`config.mk`:
```
export PLATFORM = sky130hd
export DESIGN_NAME = critical_window_counter
export DESIGN_NICKNAME = d
export VERILOG_FILES = /design/src/rtl/cwc_pkg.sv /design/src/rtl/critical_window_counter.sv /design/src/rtl/cwc_cfg.sv /design/src/rtl/cwc_judge.sv
export SDC_FILE = /design/constraint.sdc
export NUM_CORES = 1
export LEC_CHECK = 0
export ABC_AREA = 1
export BUFFER_PORTS_ARGS = -buffer_cell sky130_fd_sc_hd__buf_2
export CAP_MARGIN = 20
export CORE_MARGIN = 4
export CORE_UTILIZATION = 57
export DETAILED_ROUTE_END_ITERATION = 6
export MAX_ROUTING_LAYER = met4
export PLACE_DENSITY = 0.79
export SLEW_MARGIN = 20
export SYNTH_ARGS = -nofsm -noshare
export SYNTH_HDL_FRONTEND = slang
export SYNTH_SLANG_ARGS = --single-unit
```
`constraint.sdc`:
```
create_clock -name clk -period 4.84 [get_ports clk]
set_input_delay 0.242 -clock clk [delete_from_list [all_inputs] [get_ports clk]]
set_output_delay 0.242 -clock clk [all_outputs]
set_load 0.01 [all_outputs]
```
`src/rtl/cwc_pkg.sv`:
```
// Shared types, constants and register indexes for the critical window counter.
// Depends on nothing; every other file in rtl imports it.
package cwc_pkg;

  // Readings in one judged window (current word plus stored history).
  localparam int WINDOW_LENGTH = 5;
  localparam int HIST_LEN      = WINDOW_LENGTH - 1;

  localparam int READING_W = 16;
  localparam int COUNT_W   = 16;
  localparam int FILL_W    = $clog2(HIST_LEN + 1);
  localparam int HCNT_W    = $clog2(WINDOW_LENGTH + 1);
  localparam int HN_W      = (HCNT_W > 3) ? HCNT_W : 3;
  // Wide enough for the window sum and for floor times window length.
  localparam int SUM_W     = READING_W + $clog2(WINDOW_LENGTH);

  // With a zero floor the truncated average is >= 0 exactly when the
  // sum is above minus the window length.
  localparam logic signed [SUM_W-1:0] ZERO_FLOOR_THR = SUM_W'(1 - WINDOW_LENGTH);

  localparam logic [COUNT_W-1:0] COUNT_MAX = '1;

  // Configuration register indexes.
  localparam logic [1:0] REG_HIGH_LEVEL    = 2'd0;
  localparam logic [1:0] REG_HIGH_NEEDED   = 2'd1;
  localparam logic [1:0] REG_CEILING       = 2'd2;
  localparam logic [1:0] REG_AVERAGE_FLOOR = 2'd3;

  typedef logic signed [READING_W-1:0] reading_t;
  typedef logic [WINDOW_LENGTH-1:0][READING_W-1:0] window_t;

  typedef struct packed {
    logic signed [15:0] high_level;
    logic [2:0]         high_needed;
    logic signed [15:0] ceiling;
    logic [14:0]        average_floor;
  } cfg_t;

  typedef struct packed {
    logic enough_highs;
    logic over_ceiling;
    logic average_ok;
  } verdict_t;

endpackage

```
`src/rtl/critical_window_counter.sv`:
```
// Top level of the critical window counter: input register, window history,
// judge and result register. Depends on cwc_pkg, cwc_cfg and cwc_judge.
//
//   channel  | direction | handshake            | payload
//   in_      | input     | in_valid / in_ready  | in_reading, in_last_reading
//   out_     | output    | out_valid / out_ready| out_window_full, out_window_critical,
//            |           |                      | out_windows_so_far, out_sequence_end
//   cfg_     | input     | cfg_we (no wait)     | cfg_index, cfg_data
//
// One word per cycle sustained while out_ready holds; a word passes from the input
// register to the result register, with the judge between them.
// The window history and count update when a word moves into the result register.
// A stalled result holds the pipe; the input register still takes a word while
// the result waits, so in_ready drops only when both stages are full.
// Synchronous active-low reset empties the pipe, the window and the count.
module critical_window_counter (
  input  logic                      clk,
  input  logic                      rst_n,
  input  logic                      in_valid,
  output logic                      in_ready,
  input  logic signed [15:0]        in_reading,
  input  logic                      in_last_reading,
  output logic                      out_valid,
  input  logic                      out_ready,
  output logic                      out_window_full,
  output logic                      out_window_critical,
  output logic [15:0]               out_windows_so_far,
  output logic                      out_sequence_end,
  input  logic                      cfg_we,
  input  logic [1:0]                cfg_index,
  input  logic [15:0]               cfg_data
);
  import cwc_pkg::*;

  cfg_t      cfg;
  verdict_t  verdict;
  window_t   win;

  logic                  s1_valid_r, s1_valid_nxt;
  reading_t              s1_reading_r;
  logic                  s1_last_r;
  logic                  s1_go;

  reading_t              hist_r [HIST_LEN];
  logic [FILL_W-1:0]     fill_r, fill_nxt;
  logic [COUNT_W-1:0]    count_r, count_nxt, count_upd;

  logic                  full;
  logic                  crit;

  logic                  out_valid_r, out_valid_nxt;
  logic                  out_full_r, out_crit_r, out_end_r;
  logic [COUNT_W-1:0]    out_count_r;

  cwc_cfg u_cfg (
    .clk       (clk),
    .rst_n     (rst_n),
    .cfg_we    (cfg_we),
    .cfg_index (cfg_index),
    .cfg_data  (cfg_data),
    .cfg       (cfg)
  );

  // Assemble the window: stored history, oldest first, then the current word.
  always_comb begin
    for (int i = 0; i < HIST_LEN; i++) begin
      win[i] = hist_r[i];
    end
    win[HIST_LEN] = s1_reading_r;
  end

  cwc_judge u_judge (
    .win     (win),
    .cfg     (cfg),
    .verdict (verdict)
  );

  assign full = (fill_r == FILL_W'(HIST_LEN));
  assign crit = full && verdict.enough_highs && !verdict.over_ceiling && verdict.average_ok;

  // Advance the input register when the result register is free or draining.
  assign s1_go    = s1_valid_r && (!out_valid_r || out_ready);
  assign in_ready = !s1_valid_r || s1_go;

  always_comb begin
    s1_valid_nxt = s1_valid_r;
    if (in_valid && in_ready) begin
      s1_valid_nxt = 1'b1;
    end else if (s1_go) begin
      s1_valid_nxt = 1'b0;
    end
  end

  always_comb begin
    out_valid_nxt = out_valid_r;
    if (s1_go) begin
      out_valid_nxt = 1'b1;
    end else if (out_ready) begin
      out_valid_nxt = 1'b0;
    end
  end

  // Saturating count of critical windows; clear on the last word.
  always_comb begin
    count_upd = count_r;
    if (crit && count_r != COUNT_MAX) count_upd = count_r + COUNT_W'(1);
    count_nxt = count_r;
    fill_nxt  = fill_r;
    if (s1_go) begin
      if (s1_last_r) begin
        count_nxt = '0;
        fill_nxt  = '0;
      end else begin
        count_nxt = count_upd;
        if (!full) fill_nxt = fill_r + FILL_W'(1);
      end
    end
  end

  // Control state.
  always_ff @(posedge clk) begin
    if (!rst_n) begin
      s1_valid_r  <= 1'b0;
      out_valid_r <= 1'b0;
      fill_r      <= '0;
      count_r     <= '0;
    end else begin
      s1_valid_r  <= s1_valid_nxt;
      out_valid_r <= out_valid_nxt;
      fill_r      <= fill_nxt;
      count_r     <= count_nxt;
    end
  end

  // Capture the incoming word.
  always_ff @(posedge clk) begin
    if (in_valid && in_ready) begin
      s1_reading_r <= in_reading;
      s1_last_r    <= in_last_reading;
    end
  end

  // Shift the history; entries past the fill level are never judged.
  always_ff @(posedge clk) begin
    if (s1_go && !s1_last_r) begin
      for (int i = 0; i < HIST_LEN - 1; i++) begin
        hist_r[i] <= hist_r[i+1];
      end
      hist_r[HIST_LEN-1] <= s1_reading_r;
    end
  end

  // Load the result register.
  always_ff @(posedge clk) begin
    if (s1_go) begin
      out_full_r  <= full;
      out_crit_r  <= crit;
      out_count_r <= count_upd;
      out_end_r   <= s1_last_r;
    end
  end

  assign out_valid           = out_valid_r;
  assign out_window_full     = out_full_r;
  assign out_window_critical = out_crit_r;
  assign out_windows_so_far  = out_count_r;
  assign out_sequence_end    = out_end_r;

endmodule

```
`src/rtl/cwc_cfg.sv`:
```
// Configuration register bank for the critical window counter.
// Depends on cwc_pkg for the register indexes and the cfg_t bundle.
module cwc_cfg (
  input  logic                clk,
  input  logic                rst_n,
  input  logic                cfg_we,
  input  logic [1:0]          cfg_index,
  input  logic [15:0]         cfg_data,
  output cwc_pkg::cfg_t       cfg
);
  import cwc_pkg::*;

  cfg_t cfg_r;

  // Capture writes by index; reset loads the documented defaults.
  always_ff @(posedge clk) begin
    if (!rst_n) begin
      cfg_r.high_level    <= 16'sd70;
      cfg_r.high_needed   <= 3'd3;
      cfg_r.ceiling       <= 16'sd150;
      cfg_r.average_floor <= 15'd90;
    end else if (cfg_we) begin
      case (cfg_index)
        REG_HIGH_LEVEL:    cfg_r.high_level    <= cfg_data;
        REG_HIGH_NEEDED:   cfg_r.high_needed   <= cfg_data[2:0];
        REG_CEILING:       cfg_r.ceiling       <= cfg_data;
        REG_AVERAGE_FLOOR: cfg_r.average_floor <= cfg_data[14:0];
        default: ;
      endcase
    end
  end

  assign cfg = cfg_r;

endmodule

```
`src/rtl/cwc_judge.sv`:
```
// Window evaluation: high-day count, ceiling check and average floor test.
// Depends on cwc_pkg for window_t, cfg_t and verdict_t.
module cwc_judge (
  input  cwc_pkg::window_t    win,
  input  cwc_pkg::cfg_t       cfg,
  output cwc_pkg::verdict_t   verdict
);
  import cwc_pkg::*;

  logic [HCNT_W-1:0]        highs;
  logic                     over;
  logic signed [SUM_W-1:0]  sum;
  logic signed [SUM_W-1:0]  thr;
  reading_t                 r;

  // Parallel compares per reading and the window sum.
  always_comb begin
    highs = '0;
    over  = 1'b0;
    sum   = '0;
    r     = '0;
    for (int i = 0; i < WINDOW_LENGTH; i++) begin
      r = $signed(win[i]);
      if (r >= cfg.high_level) highs = highs + HCNT_W'(1);
      if (r > cfg.ceiling) over = 1'b1;
      sum = sum + {{(SUM_W-READING_W){r[READING_W-1]}}, r};
    end
  end

  // Truncated average >= floor, worked as a compare on the sum.
  always_comb begin
    if (cfg.average_floor == '0) begin
      thr = ZERO_FLOOR_THR;
    end else begin
      thr = $signed(SUM_W'(cfg.average_floor) * SUM_W'(WINDOW_LENGTH));
    end
  end

  assign verdict.enough_highs = HN_W'(highs) >= HN_W'(cfg.high_needed);
  assign verdict.over_ceiling = over;
  assign verdict.average_ok   = sum >= thr;

endmodule
```
# Word-level counts from Yosys, hierarchy flattened
# Memories as Yosys holds them, arrays and structs flattened.
# Cells that the tools add are included.
# word_totals
ff_bits,107
latchBits,0
in_bits,40
memories,1
ramBits,64
rom_bits,0
# classes
div,0
shift,0
eq_ne,6
n_reduce_logical,22
n_bitwise,0
n_addsub,10
mux,21
mul,1
n_lt_le_gt_ge,12
# mem_list
memory,words,width,rd,rd_ports_with_merged_regs,write_ports,line_no,text
hist_r,4,16,4,0,4,critical_window_counter.sv:44,reading_t hist_r [HIST_LEN];
# op_table
cell,count
$ge A16 B16 Y1,5
$gt A16 B16 Y1,5
$add A19 B19 Y19,3
$mux W16,2
$ge A19 B19 Y1,1
$mux W19,1
$mul A15 B3 Y18 const B,1
$mux W3,6
$add A16 B16 Y17,1
$add A16 B1 Y16 const B,1
$ne A16 B16 Y1 const B,1
$logic_not A15 Y1,1
$add A3 B1 Y3 const B,4
$mux W1,12
$reduce_and A2 Y1,5
$logic_and A1 B1 Y1,7
$eq A2 B2 Y1 const B,2
$logic_not A1 Y1,4
$reduce_bool A2 Y1,2
$eq A3 B3 Y1 const B,1
$ge A3 B3 Y1,1
$add A1 B1 Y2 const B,1
$eq A2 B1 Y1 const B,1
$logic_not A2 Y1,1
other kinds (2),3

# Logic depth before layout (Yosys ltp)
# An unclocked memory read counts as a cell.
# depth
word_depth,18
depth_mapped,37

# Cells and area by module
# Synthesis repeated with hierarchy kept, for this count alone.
# hier_totals
cells_unflattened,1727
hier_area_um2,14097.3
# by_module_without_submodules
mod,instances,seq_area_each_um2,cells_each,area_each_um2
cwc_judge,1,0.0,1084,7558.5
critical_window_counter,1,3423.3,342,4458.0
cwc_cfg,1,1001.0,301,2080.7

# Least setup slack after synthesis
# OpenSTA, ideal clock, no wires.
# synth_timing
path_kind,register to register
from,mem hist_r[1][2] in the netlist's numbering
to,reg out_count_r[6] (netlist: out_windows_so_far[6]) (data pin)
stages_incl_launch_ff,32
arrival_time_ps,5001
n_path_buf,1
setup_ps,255
slack_ps,-415
cell_sequence,edfxtp_1 -> ha_1 -> nand2_1 -> nand2_1 -> a31oi_1 -> o21ai_1 -> a21oi_1 -> o21ai_1 -> xor2_1 -> fa_1 -> ha_1 -> a21oi_1 -> o21ai_0 -> a21oi_1 -> o21ai_1 -> a31oi_1 -> o21ai_2 -> nand3_1 -> nand2_1 -> xor2_1 -> ha_1 -> inv_1 -> nor2_2 -> nand2_1 -> nor2_2 -> nand4_1 -> nand3_1 -> nand2_1 -> nand3_2 -> buf_4 -> nand4_1 -> and2_1
# synth_lines
element,line_no,text
from (decl),critical_window_counter.sv:44,
to (signal assigned),critical_window_counter.sv:158,out_count_r <= count_upd;
to (decl),critical_window_counter.sv:53,logic [COUNT_W-1:0] out_count_r;

==> results.yml <==
sta:
  maxSlewViolCount: 0
  skew_ns: 0.01751
  whs_ns: 0.05994
  worst_pin_slew_ns: 1.088
  timing.final.ws_setup_ns: -0.7737
  maxSlewHeadroom_pct: 27.46
  fin_crit_sh_pct: 116.0
  rsz0062_at_grt: "true"
  hold_viol_final: 0
  setup_viol: 33
  period_needed_ns: 5.614
  fmax_mhz: 178.1
layout:
  diodes: 0
  nets: 2147
  multi_input_area_mm2: 0.008756
  fillers: 1668
  regArea_mm2: 0.004424
  areaGrowthSynthToFinish_pct: 23.50
  drive_gt1_share_pct: 19.88
  stdcell_count: 2155
route:
  drtIter0Drc: 1074
  drt-total-wl_um: 42070
  drt-pass1-iter-count: 6
  viasPerCell: 5.866
  vias: 12642
  drc: 0
  wl_per_cell_um: 19.52
  antenna_left: 0
die:
  dieWidth_um: 162.3
  start_util_pct: 57.85
  die_height_um: 162.3
  io_pins: 61
  core_area_mm2: 0.02347
  std_cell_rows: 56
  dieArea_mm2: 0.02636
yosys:
  synth-seq-cells: 171
  synth-simple-area-share_pct: 18.50
  synthFlopType: "edfxtp_1"
  synthDistinctLibCells: 49
  synth_fa_ha_area_share_pct: 28.10
  ys_warn_count: 0
  syn_area_mm2: 0.01358
  ys_async_sr_fraction_pct: 0
  synth-compound-area-share_pct: 12.35
  synth_top_family_by_area: "adder cells"
  avgSynthCellArea_um2: 8.605
  netlist_instances: 1578
  syn_nets: 1902
  synth.area.mux_share_pct: 0
  synth-edff-count: 100
  synth-xor-area-share_pct: 2.451
  yosysSeqAreaShare_pct: 32.58
outcome:
  violations: "setup timing"
  status: "finished with violations"
setup_path:
  critPathMostFrequentCell: "o21ai_2"
  critPathTopFamily: "adder cells"
  critPathSlowestCell: "fa_1"
  endpoint_kind: "flop"
  worstSetupPathType: "flop to flop"
  worstPathArrival_ns: 5.82
  startpoint_type: "flop"
  crit_required_ns: 5.05
  slowest_delay_ns: 0.50
  cp_max_fo: 8
  critPathBufInv: 2
clocking:
  cts_buffer_depth: 2
  cts_made_buffers: 17
  cts.sinks: 171
  ctsRootBufferMaster: "clkbuf_16"
  cts.htree.levels: 4
  path_clk_slew_ns: 0.08
  cts_tree: "built"
  clkLatencyLatePin_ns: 0.46
global_routing:
  grt_pass1_wl_um: 64100
  track_usage_pct: 32.00
  antenna_found_initial: 0
  grt_max_degree: 51
  grt_pass1_vias: 12376
  gr-total-overflow: 0
pwr:
  power.total_mw: 5.538
  power.static_leakage_nw: 7.727
  powerDensity_mw_per_mm2: 330.2
  irDropWorstVdd_v: 0.0002975
place:
  dp_slack_ns: -0.6641
  place_inst: 2089
  gp_congestion: 0.9973
  dp_hpwl_um: 31060
  port_buffers: 60
worst_hold_path:
  hold_class: "input pin to flop"
flow_run:
  maxCapViolations: 0
==> placed cells by master, fill, tap and decap left out, types with 19 or more instances in the layout <==
master / instances
inv_1: 181
clkbuf_16: 19
nor2_1: 96
nor3_1: 24
dfxtp_1: 71
nand2_1: 280
buf_4: 166
nand2_2: 21
a21oi_1: 148
ha_1: 242
o21ai_0: 67
nand4_1: 41
fa_1: 35
buf_2: 60
edfxtp_1: 100
xor2_1: 23
nand3_1: 58
==> state kept, by name (all words and copies together) (netlist names) <==
name                 cells
u_cfg.cfg               50
hist_r                  64
count_r                 16
out_sequence_end         1
out_window_full          1
s1_valid_r               1
out_window_critical      1
s1_last_r                1
fill_r                   3
out_valid                1
out_windows_so_far      16
s1_reading_r            16
==> power by group <==
part / leakage, nW / internal, mW / switching (mW)
clock: 0.308 / 0.749 / 0.724
combinational: 5.92 / 1.10 / 1.32
sequential: 1.50 / 1.59 / 0.0480
total: 7.73 / 3.44 / 2.09
==> logic make-up after synthesis <==
family,Yosys count
simple gates,571
buf+inv,210
flops,171
xor+xnor,38
fa+ha+maj,284
compound gates,304
==> final timing paths <==
check        cells after the start  slack, ns                          endpoint                    from
max                             31      -0.77  out_windows_so_far[10]$_DFFE_PP_  hist_r[1][2]$_DFFE_PP_
min                              3       0.06         u_cfg.cfg[3]$_SDFFE_PN1P_             cfg_data[3]
max reg2reg                     31      -0.77  out_windows_so_far[10]$_DFFE_PP_  hist_r[1][2]$_DFFE_PP_
min reg2reg                      2       0.49            fill_r[1]$_SDFFE_PN0P_  fill_r[1]$_SDFFE_PN0P_
==> cell type report <==
class / count / area share, %
well taps: 319 / 2.380
flip-flops and latches: 171 / 26.38
repair buffers: 250 / 11.09
multi-input cells: 1197 / 52.21
inverters: 186 / 4.163
clock buffers: 19 / 2.768
clock inverters: 13 / 1.007
==> routing by layer <==
metal / global-route usage [%] / up-vias / routed length, um
li1: - / 5972 / -
met1: 38.43 / 5965 / 16320
met2: 51.84 / 560 / 20030
met3: 6.302 / 145 / 3528
met4: 15.69 / 0 / 2185
met5: - / - / 0
==> tightest hold or removal path: stages <==
cell and delay [ns]:
buf_2 0.11, nand2_1 0.05, nand3_1 0.07
==> cells in the mapped netlist (2+ instances only) <==
library cell	instances	area share (%)
xnor2_1	13	0.84
buf_4	3	0.17
nor2_4	2	0.17
o21ai_0	75	2.8
o21ai_2	2	0.13
a21o_1	10	0.55
o31ai_1	3	0.17
nand3_2	5	0.37
o21a_1	5	0.28
nand3_1	69	2.5
buf_6	2	0.17
inv_1	184	5.1
o21ai_1	8	0.29
or2_2	3	0.14
nand2_2	2	0.092
xor2_1	25	1.6
o21bai_1	5	0.28
nand3b_1	4	0.22
a21oi_1	161	5.9
nor2_1	98	2.7
o211ai_1	15	0.83
dfxtp_1	71	10
inv_2	2	0.055
a31oi_1	6	0.28
buf_2	2	0.074
clkbuf_1	17	0.47
nor2_2	6	0.28
nor4_1	8	0.37
or4_1	2	0.11
ha_1	249	23
nor3_1	25	0.92
fa_1	35	5.2
a211oi_1	4	0.22
edfxtp_1	100	22
a221oi_1	2	0.13
and2_1	3	0.14
nand2_1	300	8.3
nand4_1	41	1.9
==> metrics by stage <==
step | area (um^2) | utilization (%) | setup TNS [ns]
finish | 16770 | 71.44 | -22.62
global route | 16770 | 71.44 | -31.11
CTS | 16540 | 70.49 | -15.53
detailed placement | 15430 | 65.75 | -18.79
global placement | 15430 | 65.75 | -13.83
floorplan | 13650 | - | -3.285
==> timing repair <==
action / CTS / global route
setup buffers: 9 / 5
hold buffers: 17 / 0
gates cloned: 3 / 1
setup endpoints to repair: 33 / 33
pin swaps: 5 / 68
endpoints found under the hold margin: 17 / 0
gates resized for setup: 41 / 45
(Power assumes the default switching activity.)
